## config.mk

```make
export PLATFORM = sky130hd
export DESIGN_NAME = fpa_back
export DESIGN_NICKNAME = d
export VERILOG_FILES = /design/src/rtl/fpa_pkg.sv /design/src/rtl/fpa_back.sv
export SDC_FILE = /design/constraint.sdc
export NUM_CORES = 1
export LEC_CHECK = 0
export ABC_AREA = 1
export ABC_CLOCK_PERIOD_IN_PS = 4550
export BUFFER_PORTS_ARGS = -buffer_cell sky130_fd_sc_hd__buf_2
export CAP_MARGIN = 20
export CORE_UTILIZATION = 35
export CTS_CLUSTER_DIAMETER = 50
export DETAILED_ROUTE_END_ITERATION = 10
export GPL_TIMING_DRIVEN = 0
export PLACE_DENSITY = 0.65
export SYNTH_ARGS = -nofsm -noshare
export SYNTH_HDL_FRONTEND = slang
export SYNTH_SLANG_ARGS = --single-unit
```

## constraint.sdc

```tcl
create_clock -name clk -period 4.55 [get_ports clk]
set_input_delay 0 -clock clk [delete_from_list [all_inputs] [get_ports clk]]
set_output_delay 0 -clock clk [all_outputs]
set_load 0.05 [all_outputs]
```

## src/rtl/fpa_pkg.sv

```systemverilog
// Shared constants, command codes, pipeline item type and saturation helpers
// for the fixed-point ALU. No dependencies.
package fpa_pkg;

  localparam int FRAC_BITS = 8;
  localparam int DATA_W    = 32;
  localparam int NUM_W     = DATA_W + FRAC_BITS;      // dividend / quotient bits
  localparam int WIDE_W    = DATA_W + FRAC_BITS + 1;  // signed headroom for add/shift
  localparam int MAG_W     = 2 * DATA_W;              // unsigned magnitude width
  localparam int LATENCY   = NUM_W + 3;               // start to done, in cycles

  localparam logic [DATA_W-1:0] RAW_MAX = {1'b0, {(DATA_W-1){1'b1}}};
  localparam logic [DATA_W-1:0] RAW_MIN = {1'b1, {(DATA_W-1){1'b0}}};

  // Command codes
  localparam logic [3:0] CMD_ADD      = 4'd0;
  localparam logic [3:0] CMD_SUB      = 4'd1;
  localparam logic [3:0] CMD_MUL      = 4'd2;
  localparam logic [3:0] CMD_DIV      = 4'd3;
  localparam logic [3:0] CMD_MIN      = 4'd4;
  localparam logic [3:0] CMD_MAX      = 4'd5;
  localparam logic [3:0] CMD_INC      = 4'd6;
  localparam logic [3:0] CMD_DEC      = 4'd7;
  localparam logic [3:0] CMD_TO_INT   = 4'd8;
  localparam logic [3:0] CMD_FROM_INT = 4'd9;

  // One item as it moves down the divider chain
  typedef struct packed {
    logic              valid;
    logic              is_div;  // divide with nonzero divisor
    logic              neg;     // quotient sign
    logic              gt;
    logic              lt;
    logic              eq;
    logic              dz;
    logic              ovf;
    logic [DATA_W-1:0] res;     // final result for every other case
    logic [DATA_W-1:0] den;
    logic [NUM_W-1:0]  num;     // dividend in, quotient out
    logic [DATA_W-1:0] rem;
  } cell_t;

  // Saturate a wide signed value: returns {ovf, result}
  function automatic logic [DATA_W:0] sat_signed(input logic [WIDE_W-1:0] v);
    logic [WIDE_W-DATA_W:0] top;
    begin
      top = v[WIDE_W-1:DATA_W-1];
      if (top == '0 || top == '1) begin
        sat_signed = {1'b0, v[DATA_W-1:0]};
      end else begin
        sat_signed = {1'b1, (v[WIDE_W-1] ? RAW_MIN : RAW_MAX)};
      end
    end
  endfunction

  // Apply sign to a magnitude and saturate: returns {ovf, result}
  function automatic logic [DATA_W:0] sat_mag(input logic [MAG_W-1:0] m, input logic neg);
    logic hi_zero;
    begin
      hi_zero = (m[MAG_W-1:DATA_W] == '0);
      if (neg) begin
        if (hi_zero && (!m[DATA_W-1] || m[DATA_W-2:0] == '0)) begin
          sat_mag = {1'b0, (~m[DATA_W-1:0]) + {{(DATA_W-1){1'b0}}, 1'b1}};
        end else begin
          sat_mag = {1'b1, RAW_MIN};
        end
      end else begin
        if (hi_zero && !m[DATA_W-1]) begin
          sat_mag = {1'b0, m[DATA_W-1:0]};
        end else begin
          sat_mag = {1'b1, RAW_MAX};
        end
      end
    end
  endfunction

endpackage

```

## src/rtl/fpa_back.sv

```systemverilog
// Output stage: rounds and saturates the quotient, registers the result.
// Depends on fpa_pkg.
module fpa_back (
  input  logic                  clk,
  input  logic                  rst,
  input  fpa_pkg::cell_t        din,
  output logic                  done,
  output logic signed [31:0]    result,
  output logic                  a_greater,
  output logic                  a_less,
  output logic                  a_equal,
  output logic                  divide_by_zero,
  output logic                  overflow
);
  import fpa_pkg::*;

  logic             round_up;
  logic [MAG_W-1:0] q_rnd;
  logic [DATA_W:0]  div_sat;
  logic [DATA_W-1:0] res_next;
  logic             ovf_next;

  // Half away from zero: bump when twice the remainder reaches the divisor
  always_comb begin
    round_up = {din.rem, 1'b0} >= {1'b0, din.den};
    q_rnd    = MAG_W'(din.num) + MAG_W'(round_up);
    div_sat  = sat_mag(q_rnd, din.neg);
    res_next = din.is_div ? div_sat[DATA_W-1:0] : din.res;
    ovf_next = din.is_div ? div_sat[DATA_W] : din.ovf;
  end

  always_ff @(posedge clk) begin
    if (rst) begin
      done <= 1'b0;
    end else begin
      done <= din.valid;
    end
  end

  always_ff @(posedge clk) begin
    result         <= res_next;
    a_greater      <= din.gt;
    a_less         <= din.lt;
    a_equal        <= din.eq;
    divide_by_zero <= din.dz;
    overflow       <= ovf_next;
  end

endmodule

```

==> run_results.csv <==
group,metric,value,unit
outcome,status,"completed",
synth,synth_cells,840,
placed_design,place_ws,235,ps
drt,drc,0,
drt,wl_per_cell,12.0,um
pwr,vdd_drop_max,0.000118,V
synth,seq_area_frac_synth,0.158,
worst_setup_path,cp-start-kind,"input pin",
floorplanning,dieHeight,119,um
worst_hold_path,hp-class,"input pin to flop",
worst_setup_path,critPathCaptureType,"flop",
synth,synthTopCellsByCount,"247 x nand2_1, 130 x nor2_1, 121 x inv_1, 55 x nand3_1, 38 x dfxtp_1",
drt,via_per_inst,4.67,
grt,gr-usage-met1,0.261,
synth,syn-num-nets,1020,
clocking,clkSinkCount,38,
pwr,p_leak,3.47,nW
synth,synthTopCellsByArea,"nand2_1 19%, dfxtp_1 16%, nor2_1 10%",
synth,synth_edf_count,0,
clocking,htree_num_levels,2,
worst_hold_path,hold_depth,4,
grt,grt.busiest_layer,"met2",
floorplanning,fp.coreArea,13300,um2
synth,yosysMostFrequentCell,"nand2_1",
placed_design,dpl_cell_area,5930,um2
grt,met3_usage,0.0292,
synth,ys.flop_type,"dfxtp_1",
worst_hold_path,min_to,"result[28]",
worst_setup_path,cpMostUsedCell,"nand2_1",
drt,firstDrtPassIters,5,
final_layout,fin_area,6410,um2
synth,yosysUniqueCellTypes,42,
run,maxCapViolCount,0,
clocking,cts_root_buffer,"clkbuf_16",
sta,grt_setup_unrepaired,"no",
grt,grt_max_degree,13,
synth,syn_avg_cell_area,5.72,um2
sta,slew_headroom,0.587,
final_layout,area_growth,33.5,%
placed_design,place_hpwl,12600,um
final_layout,drive_gt1_frac,0.240,
sta,setup_viol_count_final,0,
grt,grt_pass1_wl,24800,um
sta,finalCritPeriodShare,0.888,
synth,syn_area,4800,um2
pwr,power_density,203,nW/um2
synth,ys.warnings.count,0,
worst_hold_path,worstHoldStart,"din[132]",
drt,ant_nets,0,
synth,async_flop_share,0,
sta,drv_slew,0,
synth,synth_largest_area_cell,"nand2_1",
floorplanning,die_w,119,um
placed_design,gp_congestion,0.915,
sta,worst_pin_slew,615,ps
final_layout,antennaDiodeCount,0,
drt,finalWirelength,14800,um
worst_setup_path,cp_slowest_cell,"nor4_1",
worst_setup_path,critPathMaxFanout,10,
drt,route.vias.total,5762,
floorplanning,start_util,0.361,
final_layout,final_net_count,1237,
floorplanning,dieArea,14200,um2
clocking,clk_pin_slew_worst_paths,60,ps
synth,synthDominantCellAreaShare,0.193,
grt,grt_usage,0.213,
synth,yosys_register_bits,38,
drt,drtIter0Drc,274,
sta,layout_setup_ws,509,ps
floorplanning,row_count,42,
clocking,cts_tree,"done",
worst_setup_path,cp_data_arrival_time,4230,ps
grt,grt_overflow_total,0,
worst_setup_path,cp.required,4730,ps
clocking,cts_made_buffers,5,
clocking,cts_resized,0,
floorplanning,ios,184,
clocking,clockBufferDepth,2,
grt,met2_usage,0.391,
grt,antenna_found_initial,0,
worst_setup_path,max_stage_delay,320,ps
grt,grt_pass1_vias,5469,
sta,fmax,0.247,GHz
sta,hold_violations,0,
sta,min_period,4040,ps
placed_design,io_buffers,182,
worst_setup_path,criticalPathCategory,"input pin to flop",
sta,tns,0,ps
area by class of cell:
type	instances	area, um2
buffer	14	77.6
clock buffer	6	139
clock inverter	2	60.1
fill	1417	6880
inverter	126	473
multi-input combinational	662	3490
sequential	38	761
tap	176	220
timing repair buffer	210	1190
state kept, by name, indices dropped and copies added (netlist names):
register        count
done                1
a_less              1
result             32
a_equal             1
overflow            1
divide_by_zero      1
a_greater           1
layout by cell type, fill, tap and decap left out, drive strengths merged:
master / instances
dlygate4sd3: 28
xor2: 14
ha: 34
and2: 3
dfxtp: 38
nand4: 24
inv: 124
nor3: 7
or2: 9
a21oi: 24
a21o: 1
xnor2: 5
clkbuf: 13
a2111oi: 1
a22oi: 1
o221ai: 2
a211oi: 2
nand2: 263
nand3: 62
o21ai: 21
clkinv: 2
nor4: 2
a211o: 1
nor3b: 1
nand3b: 16
o211ai: 1
o21bai: 2
o31ai: 1
o21a: 12
bufinv: 2
buf: 189
nor2: 153
metal layers:
layer / share of wire / vias to the layer above / routed length [um]
met4: 0.014 / 0 / 206
met1: 0.45 / 2463 / 6710
met5: 0 / - / 0
li1: - / 3095 / -
met3: 0.063 / 15 / 940
met2: 0.47 / 189 / 6980
logic make-up after synthesis:
group                      share of synthesized area
AOI/OAI and AO/OA                             0.0855
xor gates and xnor gates                      0.0347
buffers and inverters                          0.115
DFF                                            0.158
and+or+nand+nor                                0.518
adders and majority gates                     0.0886
worst max-delay path: cells and delay by family:
kind	cells	cell delay [ps]
fa+ha+maj	3	730
buf+inv	6	460
simple gates	17	2850
compound gates	1	180
where the power goes:
part           leakage [nW]  switching, mW  total [mW]  internal, mW
Combinational          3.05          0.302       0.472         0.170
Clock                0.0971          0.133       0.462         0.329
Sequential            0.320        0.00537       0.365         0.360
through the flow:
stage               instances  power [mW]  hold WS (ps)  utilization
CTS                      1234        1.31          10.4        0.482
global route             1234        1.37          32.8        0.482
detailed placement       1198       0.823           104        0.446
global placement         1198       0.821           103        0.446
floorplan                 840       0.670          27.7            -
finish                   1234        1.30          10.3        0.482
what timing repair did:
item / in CTS / in global routing
endpoints found under the hold margin: 27 / 0
setup buffers: 0 / 0
hold buffers: 28 / 0
worst max path at each step:
stage	slack, ps	startpoint	cells after the start	end
after floorplan	1320	din[103]	28	result[7]
after global placement	240	din[30]	25	result[6]
after detailed placement	240	din[101]	26	result[6]
after CTS	540	din[29]	25	result[6]
after global routing	50	din[101]	26	result[17]
final	510	din[101]	27	result[16]
Note: power is estimated with default switching activity, not from simulation.
