## config.mk

```make
export PLATFORM = sky130hd
export DESIGN_NAME = fpa_div_cell
export DESIGN_NICKNAME = d
export VERILOG_FILES = /design/src/rtl/fpa_pkg.sv /design/src/rtl/fpa_div_cell.sv
export SDC_FILE = /design/constraint.sdc
export NUM_CORES = 1
export LEC_CHECK = 0
export ABC_AREA = 1
export BUFFER_PORTS_ARGS = -buffer_cell sky130_fd_sc_hd__buf_2
export CAP_MARGIN = 25
export CORE_MARGIN = 4
export CORE_UTILIZATION = 42
export CTS_CLUSTER_SIZE = 10
export DETAILED_ROUTE_END_ITERATION = 16
export HOLD_SLACK_MARGIN = 0.1
export PLACE_DENSITY = 0.77
export SYNTH_ARGS = -nofsm -noshare
export SYNTH_HDL_FRONTEND = slang
export SYNTH_SLANG_ARGS = --single-unit
```

## constraint.sdc

```tcl
create_clock -name clk -period 1.9 [get_ports clk]
set_input_delay 0.38 -clock clk [delete_from_list [all_inputs] [get_ports clk]]
set_output_delay 0.38 -clock clk [all_outputs]
set_load 0.05 [all_outputs]
```

## src/rtl/fpa_pkg.sv

```systemverilog
// Shared constants, command codes, pipeline item type and saturation helpers
// for the fixed-point ALU. No dependencies.
package fpa_pkg;

  localparam int FRAC_BITS = 8;
  localparam int DATA_W    = 32;
  localparam int NUM_W     = DATA_W + FRAC_BITS;      // dividend / quotient bits
  localparam int WIDE_W    = DATA_W + FRAC_BITS + 1;  // signed headroom for add/shift
  localparam int MAG_W     = 2 * DATA_W;              // unsigned magnitude width
  localparam int LATENCY   = NUM_W + 3;               // start to done, in cycles

  localparam logic [DATA_W-1:0] RAW_MAX = {1'b0, {(DATA_W-1){1'b1}}};
  localparam logic [DATA_W-1:0] RAW_MIN = {1'b1, {(DATA_W-1){1'b0}}};

  // Command codes
  localparam logic [3:0] CMD_ADD      = 4'd0;
  localparam logic [3:0] CMD_SUB      = 4'd1;
  localparam logic [3:0] CMD_MUL      = 4'd2;
  localparam logic [3:0] CMD_DIV      = 4'd3;
  localparam logic [3:0] CMD_MIN      = 4'd4;
  localparam logic [3:0] CMD_MAX      = 4'd5;
  localparam logic [3:0] CMD_INC      = 4'd6;
  localparam logic [3:0] CMD_DEC      = 4'd7;
  localparam logic [3:0] CMD_TO_INT   = 4'd8;
  localparam logic [3:0] CMD_FROM_INT = 4'd9;

  // One item as it moves down the divider chain
  typedef struct packed {
    logic              valid;
    logic              is_div;  // divide with nonzero divisor
    logic              neg;     // quotient sign
    logic              gt;
    logic              lt;
    logic              eq;
    logic              dz;
    logic              ovf;
    logic [DATA_W-1:0] res;     // final result for every other case
    logic [DATA_W-1:0] den;
    logic [NUM_W-1:0]  num;     // dividend in, quotient out
    logic [DATA_W-1:0] rem;
  } cell_t;

  // Saturate a wide signed value: returns {ovf, result}
  function automatic logic [DATA_W:0] sat_signed(input logic [WIDE_W-1:0] v);
    logic [WIDE_W-DATA_W:0] top;
    begin
      top = v[WIDE_W-1:DATA_W-1];
      if (top == '0 || top == '1) begin
        sat_signed = {1'b0, v[DATA_W-1:0]};
      end else begin
        sat_signed = {1'b1, (v[WIDE_W-1] ? RAW_MIN : RAW_MAX)};
      end
    end
  endfunction

  // Apply sign to a magnitude and saturate: returns {ovf, result}
  function automatic logic [DATA_W:0] sat_mag(input logic [MAG_W-1:0] m, input logic neg);
    logic hi_zero;
    begin
      hi_zero = (m[MAG_W-1:DATA_W] == '0);
      if (neg) begin
        if (hi_zero && (!m[DATA_W-1] || m[DATA_W-2:0] == '0)) begin
          sat_mag = {1'b0, (~m[DATA_W-1:0]) + {{(DATA_W-1){1'b0}}, 1'b1}};
        end else begin
          sat_mag = {1'b1, RAW_MIN};
        end
      end else begin
        if (hi_zero && !m[DATA_W-1]) begin
          sat_mag = {1'b0, m[DATA_W-1:0]};
        end else begin
          sat_mag = {1'b1, RAW_MAX};
        end
      end
    end
  endfunction

endpackage

```

## src/rtl/fpa_div_cell.sv

```systemverilog
// One restoring-division cell: produces one quotient bit per item and hands
// the item to the next cell. Depends on fpa_pkg.
module fpa_div_cell (
  input  logic           clk,
  input  logic           rst,
  input  fpa_pkg::cell_t din,
  output fpa_pkg::cell_t dout
);
  import fpa_pkg::*;

  logic [DATA_W:0] shifted;
  logic [DATA_W:0] diff;
  logic            take;
  cell_t           data_next;
  cell_t           data;
  logic            vld;

  // Shift in the next dividend bit, subtract the divisor when it fits
  always_comb begin
    shifted        = {din.rem, din.num[NUM_W-1]};
    diff           = shifted - {1'b0, din.den};
    take           = shifted >= {1'b0, din.den};
    data_next      = din;
    data_next.rem  = take ? diff[DATA_W-1:0] : shifted[DATA_W-1:0];
    data_next.num  = {din.num[NUM_W-2:0], take};
  end

  always_ff @(posedge clk) begin
    if (rst) begin
      vld <= 1'b0;
    end else begin
      vld <= din.valid;
    end
  end

  always_ff @(posedge clk) begin
    data <= data_next;
  end

  always_comb begin
    dout       = data;
    dout.valid = vld;
  end

endmodule

```

==> metrics.txt, run 1 <==
maximum VDD drop between 0.7 and 0.8 mV; routed length per placed instance 16.1 um; Routability Congestion approximately 0.94; CTS tree done; DIE AREA about 16000 um^2; diode count 0; final core utilization between 70% and 80%; peak fanout along the critical path 4; tightest hold margin ~170 ps; non-filler instance count after layout about 1500; Worst Setup End Kind register; Power, Total 9900 uW; synth unique cells 28; antenna violations before repair 0; Worst Setup Path Type in2reg; share of flip-flops with an asynchronous set or reset 0%; largest net degree at the start of global routing 31; P per Cell Area between 900 and 1000 nW/um^2; synthesis-to-finish area growth 69.6%; worst path required time 2210 ps; clock period minus final worst setup slack between 1500 and 2000 ps; DR pass1 iterations 4; multi-input gate area in the final layout around 2500 um^2; slew margin rel. between 70% and 80%; setup violators final 0; maximum operating frequency between 500 and 600 MHz; final antenna-violating net count 0; P_leak between 0.005 and 0.006 uW; final count of hold timing violations 0; global-route congestion overflow total 0; Chip Width around 130 um; critical path data arrival time 2080 ps; Mean Syn Cell Area between 7 and 8 um^2; per-cell via count in the routed design between 4 and 5; via count of the first global-routing pass around 7000; routed via count 6700; aggregate routed wire length roughly 24000 um; total of max-cap violations 0; area of the placeable core 13900 um^2; clock slew at reported path FFs roughly 70 ps; worst path setup slack after routing roughly 130 ps; class of the tightest hold or removal check in2reg; number of nets in the layout between 1000 and 1500; Post-Syn Instances ~800; global-route wire length before repair 37000 um; Chip Height around 130 um; EDFF count, synth 0; GRT Util Overall between 20% and 30%; H-tree levels 4; starting density of the core between 40% and 50%; sequential cell area in the final layout ~2900 um^2; total I/O pin count 290; most common library cell in the layout ignoring fill and taps nand2_1; Yosys reg bits between 100 and 150; Num CTS Buffers 17; CP Launch Type input pin; setup repair bufs after CTS 0; DR iter-0 viols 326; Hold Path Depth 3; count of placed standard cells including taps about 1400; number of synthesis warnings 0; most used flip-flop cell after synthesis dfxtp_1; count of unresolved DRC violations after routing 0; Placement Setup Slack -408 ps; Final period util 93.4%; post-DP HPWL between 15000 and 20000 um; most frequent cells in the layout nand2_1 (297), buf_2 (289), inv_1 (151), dfxtp_1 (144), dlygate4sd3_1 (110); number of nets produced by synthesis between 900 and 1000; share of layout cells above drive strength 1 a little over a third; status completed; fill cell total of the finished layout 1078; unrepaired setup endpoints after global routing yes; area of the mapped netlist 6010 um^2; CTS Root Cell clkbuf_16; Tightest Pin Transition between 300 and 400 ps; Buffers on Ports just under 300; total clock sinks ~140; std cell rows 43; Slew Limit Fails 0; buffer levels on the longest clock path 2; share of synthesized area occupied by flip-flops and latches 48.0%
## synth_stat cells (3+ instances only)
cell type | count | area share, %
nand3b_1 | 10 | 1.2
and2_1 | 8 | 0.83
buf_6 | 6 | 1.1
inv_1 | 151 | 9.4
nand2_2 | 11 | 1.1
ha_1 | 32 | 6.7
a21oi_1 | 21 | 1.7
nand2_1 | 297 | 19
nor2_1 | 35 | 2.2
nand2_4 | 3 | 0.56
nor2_2 | 6 | 0.62
dfxtp_1 | 144 | 48
nor3_1 | 6 | 0.50
xor2_1 | 13 | 1.9
nand3_1 | 37 | 3.1
## logic make-up after synthesis
logic type	after synthesis	share of synthesized area, %
adders and majority gates	33	7.00
buffers and inverters	161	10.9
and+or+nand+nor	420	29.9
AOI/OAI and AO/OA	25	2.17
DFF	144	48.0
xor gates and xnor gates	14	2.04
## critical path, stage by stage
cell and delay, ps:
buf_2 100, inv_1 50, ha_1 340, nand2_1 140
nor2_1 200, nand3_1 90, nand3_1 250, nand3_1 190
nand2_1 110, nand2_1 50, nand3_1 90, nand2_1 50
## where the power goes
part / switching (uW) / leakage (uW) / internal (uW)
Combinational: 1900 / 0.00428 / 995
Sequential: 76.8 / 0.00121 / 3280
Clock: 1500 / 0.000314 / 2140
Total: 3470 / 0.00581 / 6420
## routing by layer
metal / vias up / share of wire, % / global-route usage [%]
li1: 3420 / - / -
met1: 3001 / 39 / 32.6
met2: 222 / 51 / 54.1
met3: 57 / 6.2 / 6.44
met4: 0 / 4.2 / 13.0
met5: - / 0 / 0
## sequential cells by signal, summed over array words and instances, names as in the netlist
register / count
dout: 143
vld: 1
## layout make-up
class	count	area share, %
Timing Repair Buffer	507	33.1
Sequential cell	144	28.3
Multi-Input combinational cell	492	24.5
Inverter	153	5.71
Clock buffer	17	4.17
Tap cell	180	2.21
Clock inverter	15	2.09
## final timing paths
check,from,endpoint,slack (ps)
min,din[10],dout[11],170
max,din[81],dout[26],130
## per-stage QoR
stage	area (um^2)	setup TNS [ps]
final	10200	0
after global routing	10200	-8.50
after CTS	10200	0
after detailed placement	8420	-11130
after global placement	8420	-9880
after floorplan	6010	0
## repair_timing
item / in CTS / in global routing
gates resized for setup: 0 / 9
hold buffers: 110 / 0
hold endpoints to repair: 110 / 0
endpoints found under the setup margin: 0 / 30
Power figures use the tool's default switching activity.
==> run 2, diff against run 1 <==
- CORE_MARGIN: 4 -> 2
- SKIP_LAST_GASP: unset -> 1
==> run 2 against run 1 <==
Effect of this change: final area shrank 0.23%; worst setup slack worse by 25 ps; global-route usage grew 1.7 points; critical path depth rose by 2; sequential share of layout area is 0.066 points higher; critical endpoint is now dout[20]; highest routed layer unchanged.
==> metrics.txt, run 2 (synthesis gave the netlist of run 1 again) <==
largest net degree at the start of global routing 31; antenna violations before repair 2; CTS tree done; Tightest Pin Transition 361 ps; share of layout cells above drive strength 1 between 30% and 40%; aggregate routed wire length roughly 24000 um; GRT Util Overall 31.3%; Power, Total between 9000 and 10000 uW; final count of hold timing violations 0; Total Negative Setup Slacks 0 ps; number of flip-flops in the largest register between 100 and 150; post-DP HPWL 16700 um; critical path data arrival time roughly 2200 ps; global-route wire length before repair approximately 35000 um; P_leak 0.00579 uW; sequential cell area in the final layout ~2900 um^2; routed length per placed instance about 16 um; status completed; setup repair bufs after CTS 0; slew margin rel. approximately three quarters; Buffers on Ports 289; total of max-cap violations 0; synthesis-to-finish area growth 69.2%; worst setup path startpoint din[78]; Final period util 94.7%; peak fanout along the critical path 16; DR pass1 iterations 5; fill cell total of the finished layout roughly 1100; total clock sinks around 140; via count of the first global-routing pass approximately 6900; Worst Setup Path Type in2reg; Routability Congestion approximately 0.90; Worst Setup End Kind register; std cell rows between 40 and 50; total I/O pin count slightly below 300; H-tree levels 4; DIE AREA between 15000 and 20000 um^2; number of nets in the layout 1500; Slew Limit Fails 0; DR iter-0 viols 273; buffer levels on the longest clock path 2; starting density of the core 43.1%; routed via count just under 7000; CP Launch Type input pin; maximum operating frequency ~560 MHz; count of unresolved DRC violations after routing 0; maximum VDD drop between 0.6 and 0.7 mV; multi-input gate area in the final layout around 2500 um^2; most common library cell in the layout ignoring fill and taps nand2_1; area of the placeable core between 10000 and 15000 um^2; most frequent cells in the layout nand2_1 (294), buf_2 (289), inv_1 (151), dfxtp_1 (144), buf_4 (113); final antenna-violating net count 0; per-cell via count in the routed design around 4.5; Chip Width approximately 120 um; Num CTS Buffers 17; P per Cell Area 928 nW/um^2; CTS Root Cell clkbuf_16; global-route congestion overflow total 0; class of the tightest hold or removal check in2reg; clock slew at reported path FFs approximately 70 ps; Chip Height ~120 um; worst path required time between 2000 and 2500 ps; setup violators final 0; critical hold path startpoint din[73]; clock period minus final worst setup slack 1800 ps
## run 2: cell types whose count changed in the layout (fill, tap and decap cells not counted), sizes merged
cell,previous run,this run
buf,397,404
bufinv,3,0
clkbuf,17,18
clkinvlp,0,3
diode,0,2
dlygate4sd3,110,109
inv,163,162
## run 2: path summary, 6_finish.rpt
check,endpoint,cells past startpoint
worst max-delay path,dout[20],14
worst min-delay path,dout[73],1
## run 2: power breakdown
part	switching, uW	total, uW	internal, uW
combinational	1900	2900	1000
clock	1450	3170	1720
sequential	80.0	3360	3280
total	3430	9430	6000
## run 2: final cells by class
type / count / area share, %
inverters: 153 / 5.72
flip-flops and latches: 144 / 28.3
repair buffers: 513 / 33.7
clock inverters: 14 / 1.21
clock buffers: 18 / 4.22
diodes: 2 / 0.0492
well taps: 180 / 2.21
multi-input cells: 492 / 24.5
## run 2: per-layer routing
metal / up-vias / share of wire (%) / GRT usage [%]
met5: - / 0 / 1.39
met4: 0 / 5.9 / 19.2
met3: 84 / 8.6 / 10.6
met2: 289 / 48 / 53.7
met1: 3012 / 37 / 32.8
li1: 3430 / - / -
## run 2: repair_timing
action                                  4_1_cts  5_1_grt
resized for setup                             0        9
hold endpoints to repair                    109        0
hold buffers                                109        0
endpoints found under the setup margin        0       30
## run 2: metrics by stage
stage	instance area, um^2	utilization (%)	setup slack (ps)	hold WS [ps]	std cells
after global placement	8490	60.9	-399	483	1373
after global routing	10200	73.0	-2.92	120	1516
after floorplan	6010	-	46.4	408	797
after detailed placement	8490	60.9	-408	484	1373
after CTS	10100	72.7	21.5	106	1514
final	10200	73.0	101	113	1516
## run 2: critical path, stage by stage
cell and delay (ps):
buf_2 100, inv_1 50, ha_1 350, nand2_1 100, nor2_1 250, nand2_1 90
nor2_1 110, nand2_1 70, nand3_1 90, nor2_2 80, nand2_8 120, buf_12 150
nand3_1 130, nand2_1 90
