## src/rtl/fpa_pkg.sv

```systemverilog
// Shared constants, command codes, pipeline item type and saturation helpers
// for the fixed-point ALU. No dependencies.
package fpa_pkg;

  localparam int FRAC_BITS = 8;
  localparam int DATA_W    = 32;
  localparam int NUM_W     = DATA_W + FRAC_BITS;      // dividend / quotient bits
  localparam int WIDE_W    = DATA_W + FRAC_BITS + 1;  // signed headroom for add/shift
  localparam int MAG_W     = 2 * DATA_W;              // unsigned magnitude width
  localparam int LATENCY   = NUM_W + 3;               // start to done, in cycles

  localparam logic [DATA_W-1:0] RAW_MAX = {1'b0, {(DATA_W-1){1'b1}}};
  localparam logic [DATA_W-1:0] RAW_MIN = {1'b1, {(DATA_W-1){1'b0}}};

  // Command codes
  localparam logic [3:0] CMD_ADD      = 4'd0;
  localparam logic [3:0] CMD_SUB      = 4'd1;
  localparam logic [3:0] CMD_MUL      = 4'd2;
  localparam logic [3:0] CMD_DIV      = 4'd3;
  localparam logic [3:0] CMD_MIN      = 4'd4;
  localparam logic [3:0] CMD_MAX      = 4'd5;
  localparam logic [3:0] CMD_INC      = 4'd6;
  localparam logic [3:0] CMD_DEC      = 4'd7;
  localparam logic [3:0] CMD_TO_INT   = 4'd8;
  localparam logic [3:0] CMD_FROM_INT = 4'd9;

  // One item as it moves down the divider chain
  typedef struct packed {
    logic              valid;
    logic              is_div;  // divide with nonzero divisor
    logic              neg;     // quotient sign
    logic              gt;
    logic              lt;
    logic              eq;
    logic              dz;
    logic              ovf;
    logic [DATA_W-1:0] res;     // final result for every other case
    logic [DATA_W-1:0] den;
    logic [NUM_W-1:0]  num;     // dividend in, quotient out
    logic [DATA_W-1:0] rem;
  } cell_t;

  // Saturate a wide signed value: returns {ovf, result}
  function automatic logic [DATA_W:0] sat_signed(input logic [WIDE_W-1:0] v);
    logic [WIDE_W-DATA_W:0] top;
    begin
      top = v[WIDE_W-1:DATA_W-1];
      if (top == '0 || top == '1) begin
        sat_signed = {1'b0, v[DATA_W-1:0]};
      end else begin
        sat_signed = {1'b1, (v[WIDE_W-1] ? RAW_MIN : RAW_MAX)};
      end
    end
  endfunction

  // Apply sign to a magnitude and saturate: returns {ovf, result}
  function automatic logic [DATA_W:0] sat_mag(input logic [MAG_W-1:0] m, input logic neg);
    logic hi_zero;
    begin
      hi_zero = (m[MAG_W-1:DATA_W] == '0);
      if (neg) begin
        if (hi_zero && (!m[DATA_W-1] || m[DATA_W-2:0] == '0)) begin
          sat_mag = {1'b0, (~m[DATA_W-1:0]) + {{(DATA_W-1){1'b0}}, 1'b1}};
        end else begin
          sat_mag = {1'b1, RAW_MIN};
        end
      end else begin
        if (hi_zero && !m[DATA_W-1]) begin
          sat_mag = {1'b0, m[DATA_W-1:0]};
        end else begin
          sat_mag = {1'b1, RAW_MAX};
        end
      end
    end
  endfunction

endpackage

```

## src/rtl/fpa_front.sv

```systemverilog
// Input stages: decode, simple ops, compare flags, multiply, divide setup.
// Depends on fpa_pkg.
module fpa_front (
  input  logic                        clk,
  input  logic                        rst,
  input  logic                        accept,
  input  logic [3:0]                  command,
  input  logic signed [31:0]          operand_a,
  input  logic signed [31:0]          operand_b,
  output fpa_pkg::cell_t              dout
);
  import fpa_pkg::*;

  typedef struct packed {
    logic              mul;
    logic              neg;
    logic              gt;
    logic              lt;
    logic              eq;
    logic              dz;
    logic              is_div;
    logic              ovf;
    logic [DATA_W-1:0] res;
    logic [DATA_W-1:0] den;
    logic [NUM_W-1:0]  num;
    logic [MAG_W-1:0]  prod;
  } front_t;

  logic [DATA_W-1:0] mag_a;
  logic [DATA_W-1:0] mag_b;
  logic [WIDE_W-1:0] wide_a;
  logic [WIDE_W-1:0] wide_b;
  logic [DATA_W:0]   sat;
  front_t            s1_next;
  front_t            s1;
  logic              s1_valid;
  logic [MAG_W-1:0]  prod_rnd;
  logic [DATA_W:0]   mul_sat;
  cell_t             s2_next;
  cell_t             s2;
  logic              s2_valid;

  // Magnitudes and sign-extended operands
  always_comb begin
    mag_a  = operand_a[31] ? (~operand_a) + 32'd1 : operand_a;
    mag_b  = operand_b[31] ? (~operand_b) + 32'd1 : operand_b;
    wide_a = {{(WIDE_W-DATA_W){operand_a[31]}}, operand_a};
    wide_b = {{(WIDE_W-DATA_W){operand_b[31]}}, operand_b};
  end

  // Stage 1: everything but the multiply rounding and the divide loop
  always_comb begin
    s1_next        = '0;
    s1_next.gt     = operand_a > operand_b;
    s1_next.lt     = operand_a < operand_b;
    s1_next.eq     = operand_a == operand_b;
    s1_next.neg    = operand_a[31] ^ operand_b[31];
    s1_next.den    = mag_b;
    s1_next.num    = {mag_a, {FRAC_BITS{1'b0}}};
    s1_next.prod   = MAG_W'(mag_a) * MAG_W'(mag_b);
    s1_next.mul    = (command == CMD_MUL);
    sat            = '0;
    unique case (command)
      CMD_ADD: begin
        sat = sat_signed(wide_a + wide_b);
      end
      CMD_SUB: begin
        sat = sat_signed(wide_a - wide_b);
      end
      CMD_MUL: begin
        sat = '0;
      end
      CMD_DIV: begin
        if (operand_b == '0) begin
          s1_next.dz = 1'b1;
          sat = {1'b1, (operand_a[31] ? RAW_MIN : RAW_MAX)};
        end else begin
          s1_next.is_div = 1'b1;
        end
      end
      CMD_MIN: begin
        sat = {1'b0, (s1_next.lt ? operand_a : operand_b)};
      end
      CMD_MAX: begin
        sat = {1'b0, (s1_next.gt ? operand_a : operand_b)};
      end
      CMD_INC: begin
        sat = sat_signed(wide_a + WIDE_W'(1));
      end
      CMD_DEC: begin
        sat = sat_signed(wide_a - WIDE_W'(1));
      end
      CMD_TO_INT: begin
        sat = {1'b0, operand_a >>> FRAC_BITS};
      end
      CMD_FROM_INT: begin
        sat = sat_signed(wide_a << FRAC_BITS);
      end
      default: begin
        sat = '0;
      end
    endcase
    s1_next.ovf = sat[DATA_W];
    s1_next.res = sat[DATA_W-1:0];
  end

  always_ff @(posedge clk) begin
    if (rst) begin
      s1_valid <= 1'b0;
    end else begin
      s1_valid <= accept;
    end
  end

  always_ff @(posedge clk) begin
    s1 <= s1_next;
  end

  // Stage 2: round and saturate the product, seed the divider
  always_comb begin
    prod_rnd       = (s1.prod + (MAG_W'(1) << (FRAC_BITS - 1))) >> FRAC_BITS;
    mul_sat        = sat_mag(prod_rnd, s1.neg);
    s2_next        = '0;
    s2_next.valid  = 1'b0;
    s2_next.is_div = s1.is_div;
    s2_next.neg    = s1.neg;
    s2_next.gt     = s1.gt;
    s2_next.lt     = s1.lt;
    s2_next.eq     = s1.eq;
    s2_next.dz     = s1.dz;
    s2_next.ovf    = s1.mul ? mul_sat[DATA_W] : s1.ovf;
    s2_next.res    = s1.mul ? mul_sat[DATA_W-1:0] : s1.res;
    s2_next.den    = s1.den;
    s2_next.num    = s1.num;
    s2_next.rem    = '0;
  end

  always_ff @(posedge clk) begin
    if (rst) begin
      s2_valid <= 1'b0;
    end else begin
      s2_valid <= s1_valid;
    end
  end

  always_ff @(posedge clk) begin
    s2 <= s2_next;
  end

  always_comb begin
    dout       = s2;
    dout.valid = s2_valid;
  end

endmodule

```

## config.mk

```make
export PLATFORM = sky130hd
export DESIGN_NAME = fpa_front
export DESIGN_NICKNAME = d
export VERILOG_FILES = /design/src/rtl/fpa_pkg.sv /design/src/rtl/fpa_front.sv
export SDC_FILE = /design/constraint.sdc
export NUM_CORES = 2
export LEC_CHECK = 0
export BUFFER_PORTS_ARGS = -buffer_cell sky130_fd_sc_hd__buf_2
export CAP_MARGIN = 0
export CORE_MARGIN = 8
export CORE_UTILIZATION = 65
export CTS_CLUSTER_SIZE = 8
export DETAILED_ROUTE_END_ITERATION = 8
export PLACE_DENSITY = 0.84
export SYNTH_ARGS = -nofsm -noshare
export SYNTH_HDL_FRONTEND = slang
export SYNTH_SLANG_ARGS = --single-unit
```

## constraint.sdc

```tcl
create_clock -name clk -period 16.49 [get_ports clk]
set_input_delay 2.4735 -clock clk [delete_from_list [all_inputs] [get_ports clk]]
set_output_delay 2.4735 -clock clk [all_outputs]
set_load 0.02 [all_outputs]
```

==> results by group <==
Layout
  • Fin util: 0.6926
  • Area grow syn2layout: 5.853%
  • Multi-input logic area: 0.03922 mm^2
  • Layout Nets: about 7,300
  • Fillers: 5,842
  • Reg area: between 0.005 and 0.006 mm^2
  • Post-route cell area: between 0.05 and 0.06 mm^2
  • Layout cell share with drive strength beyond 1: 0.07212

Worst hold path
  • Hold Path Class: reg2reg
  • Hold path depth: 0
  • WHS Endpoint: dout[43]
  • Worst Hold Launch: s1[75]

CTS
  • CTS tree: built
  • H-tree depth: 2
  • Clock sinks: about 270
  • Gates resized, CTS repair: 0
  • TritonCTS Buffers: 41
  • Post-CTS Setup Bufs: 0
  • Reg clk slew, reported paths: roughly 0.050 ns
  • Worst-skew pair later-pin latency: roughly 0.60 ns
  • Clock Path Buffers: 3
  • Root buf cell: clkbuf_16
  • Hold buffers post-CTS: 0

Timing
  • RSZ-0062 raised after global routing: false
  • Maximum clock frequency: ~0.073 GHz
  • Clock Skew: roughly 0.027 ns
  • Slew margin rel.: 0.09327
  • Slew Limit Fails: 0
  • Final Hold Viols: 0
  • Fin crit share: 0.8336
  • Pin slew with the least headroom to its limit: 1.326 ns
  • TNS Setup: 0 ns
  • Worst Slack Setup Final: ~2.7 ns
  • Minimum clock period: approximately 14 ns
  • Final setup viols: 0

Worst setup path
  • R2r endpoint: dout[129]
  • CP dominant cell by count: fa_1
  • Worst path slowest cell: a2111oi_0
  • CP Data Arrival Time: 14.27 ns
  • FF-to-FF setup slack: roughly 11 ns
  • Worst Setup Path Type: in2reg
  • Slowest cell delay on critical path: about 1.1 ns
  • RR Startpoint: s1[32]
  • CP Capture Type: flop
  • Critical path peak fanout: 23
  • Crit start category: primary input
  • CP required: 17.01 ns
  • FF-to-FF path depth: 11

Synthesis
  • Total number of yosys warnings: 0
  • Post-Syn Area: between 0.04 and 0.05 mm^2
  • Register bit count reported by yosys: around 270
  • Dominant synthesized flop cell: dfxtp_1
  • Post-synthesis sequential area ratio: 0.1075
  • Cells after synthesis: about 6,000
  • Number of flops mapped to enable cells by yosys: 0
  • Async set or reset register ratio after synthesis: 0
  • Library cells used by synthesis: 94
  • Synth Area per Inst: 8.259 um^2

Detailed routing
  • TritonRoute pass-1 iters: 9
  • DRT iter0 DRCs: roughly 6,100
  • Vias/cell: roughly 6.6
  • Antenna viol nets, final: 0
  • Wire length per cell: between 20 and 30 um
  • Remaining DRCs: 0
  • Total Routed Length: around 200,000 um
  • Vias: about 46,000

Die
  • Die area: 0.08528 mm^2
  • Die height: between 200 and 300 um
  • Die X: ~290 um
  • Starting Density: 0.6543
  • Num rows: slightly above 100
  • I/O pin count: 215
  • Core area: 0.07570 mm^2

GRT
  • Initial antenna violation count: 15
  • Vias in the first global route: 47,110
  • GRT Util Overall: 0.4485
  • Gr ovfl total: 0
  • Largest net degree at the start of global routing: 50
  • Global-route wire length before repair: ~290,000 um

Placed design
  • Dpl ws: roughly 2.6 ns
  • Dpl hpwl: about 150,000 um
  • Buffers on Ports: between 150 and 200
  • RD Place Congestion: ~1.1
  • DP Area: 0.05126 mm^2

Status
  • Outcome: finished clean

Flow run
  • # Max-Cap Violations: 0
==> cells in the mapped netlist (all sizes together), types with 10 or more instances <==
library cell	instances	area share
nand2b	30	0.0038
clkbuf	303	0.024
a21o	61	0.0093
nand3	109	0.011
mux2i	19	0.0038
nor3	87	0.0089
or3	32	0.0042
nor4	41	0.0058
o21a	27	0.0041
o31ai	36	0.0055
nor2b	26	0.0033
fa	897	0.36
o21ai	181	0.018
nor2	778	0.059
a2111oi	12	0.0021
o21bai	20	0.0030
dfxtp	266	0.11
or2	16	0.0021
nand4	94	0.012
a22oi	10	0.0015
and4	11	0.0020
a21oi	200	0.020
o211ai	30	0.0045
a211oi	28	0.0042
nand2	690	0.052
or4	25	0.0039
a221oi	24	0.0042
a31oi	50	0.0063
mux2	11	0.0025
xor2	89	0.016
clkinv	21	0.0016
inv	1007	0.076
and2	34	0.0043
buf	67	0.0089
and3	39	0.0050
ha	329	0.083
xnor2	155	0.028
==> logic make-up (layout without fill, tap and decap cells) <==
family	Yosys count	after routing	synth area share
buf+inv	1399	1353	0.1111
fa+ha+maj	1226	1226	0.4457
compound gates	795	795	0.1041
mux	30	30	0.006341
simple gates	2036	2036	0.1819
flops	266	266	0.1075
xor+xnor	244	244	0.04330
other cells	1	52	0.00007572
==> per-stage QoR <==
| stage | instances | hold slack (ns) |
|---|---|---|
| floorplan | 6036 | 0.3096 |
| global placement | 6918 | 0.3102 |
| finish | 6980 | 0.3166 |
| global route | 6973 | 0.3216 |
| detailed placement | 6918 | 0.3121 |
| CTS | 6968 | 0.3178 |
==> worst max-delay path, delay by kind of cell <==
| kind | cells | cell delay (ns) |
|---|---|---|
| xor+xnor | 2 | 0.32 |
| compound gates | 6 | 2.34 |
| buf+inv | 8 | 1.81 |
| simple gates | 8 | 2.87 |
| fa+ha+maj | 10 | 4.43 |
==> sequential cells by signal (all words and copies together), names as in the netlist <==
| signal | cells |
|---|---|
| s1 | 161 |
| s1_valid | 1 |
| dout | 103 |
| s2_valid | 1 |
==> cell usage in the layout (no fill, tap or decap), types with 50 or more instances in the layout <==
| master | count |
|---|---|
| a21o_1 | 60 |
| a21oi_1 | 199 |
| a31oi_1 | 50 |
| buf_2 | 174 |
| buf_4 | 101 |
| dfxtp_1 | 266 |
| fa_1 | 897 |
| ha_1 | 329 |
| inv_1 | 1004 |
| nand2_1 | 688 |
| nand3_1 | 107 |
| nand4_1 | 93 |
| nor2_1 | 777 |
| nor3_1 | 83 |
| o21ai_0 | 177 |
| xnor2_1 | 129 |
| xor2_1 | 78 |
==> per-layer routing <==
metal,share of wire,vias up,track usage
met5,0.00046,-,0
met4,0.079,8,0.2828
met3,0.16,1135,0.1817
met2,0.42,3939,0.6533
met1,0.34,22207,0.5529
li1,-,18818,-
==> how the worst max path moves through the flow <==
stage,startpoint,to
2_1_floorplan,operand_a[0],s1[60]
3_3_place_gp,operand_a[12],s1[60]
3_5_place_dp,operand_a[0],s1[56]
4_1_cts,operand_a[0],s1[56]
5_1_grt,operand_a[0],s1[56]
6_report,operand_a[0],s1[56]
==> final cells by class <==
class / instances / share of cell area
antenna: 12 / 0.0005728
clock inverter: 7 / 0.001814
sequential: 266 / 0.1016
timing repair buffer: 275 / 0.03107
clock buffer: 43 / 0.01990
inverter: 1028 / 0.07360
multi-input combinational: 4371 / 0.7481
tap: 978 / 0.02334
Power is left out: the tool's default activity adds up to more than one toggle a clock period on the data nets, which glitch-free logic cannot reach.
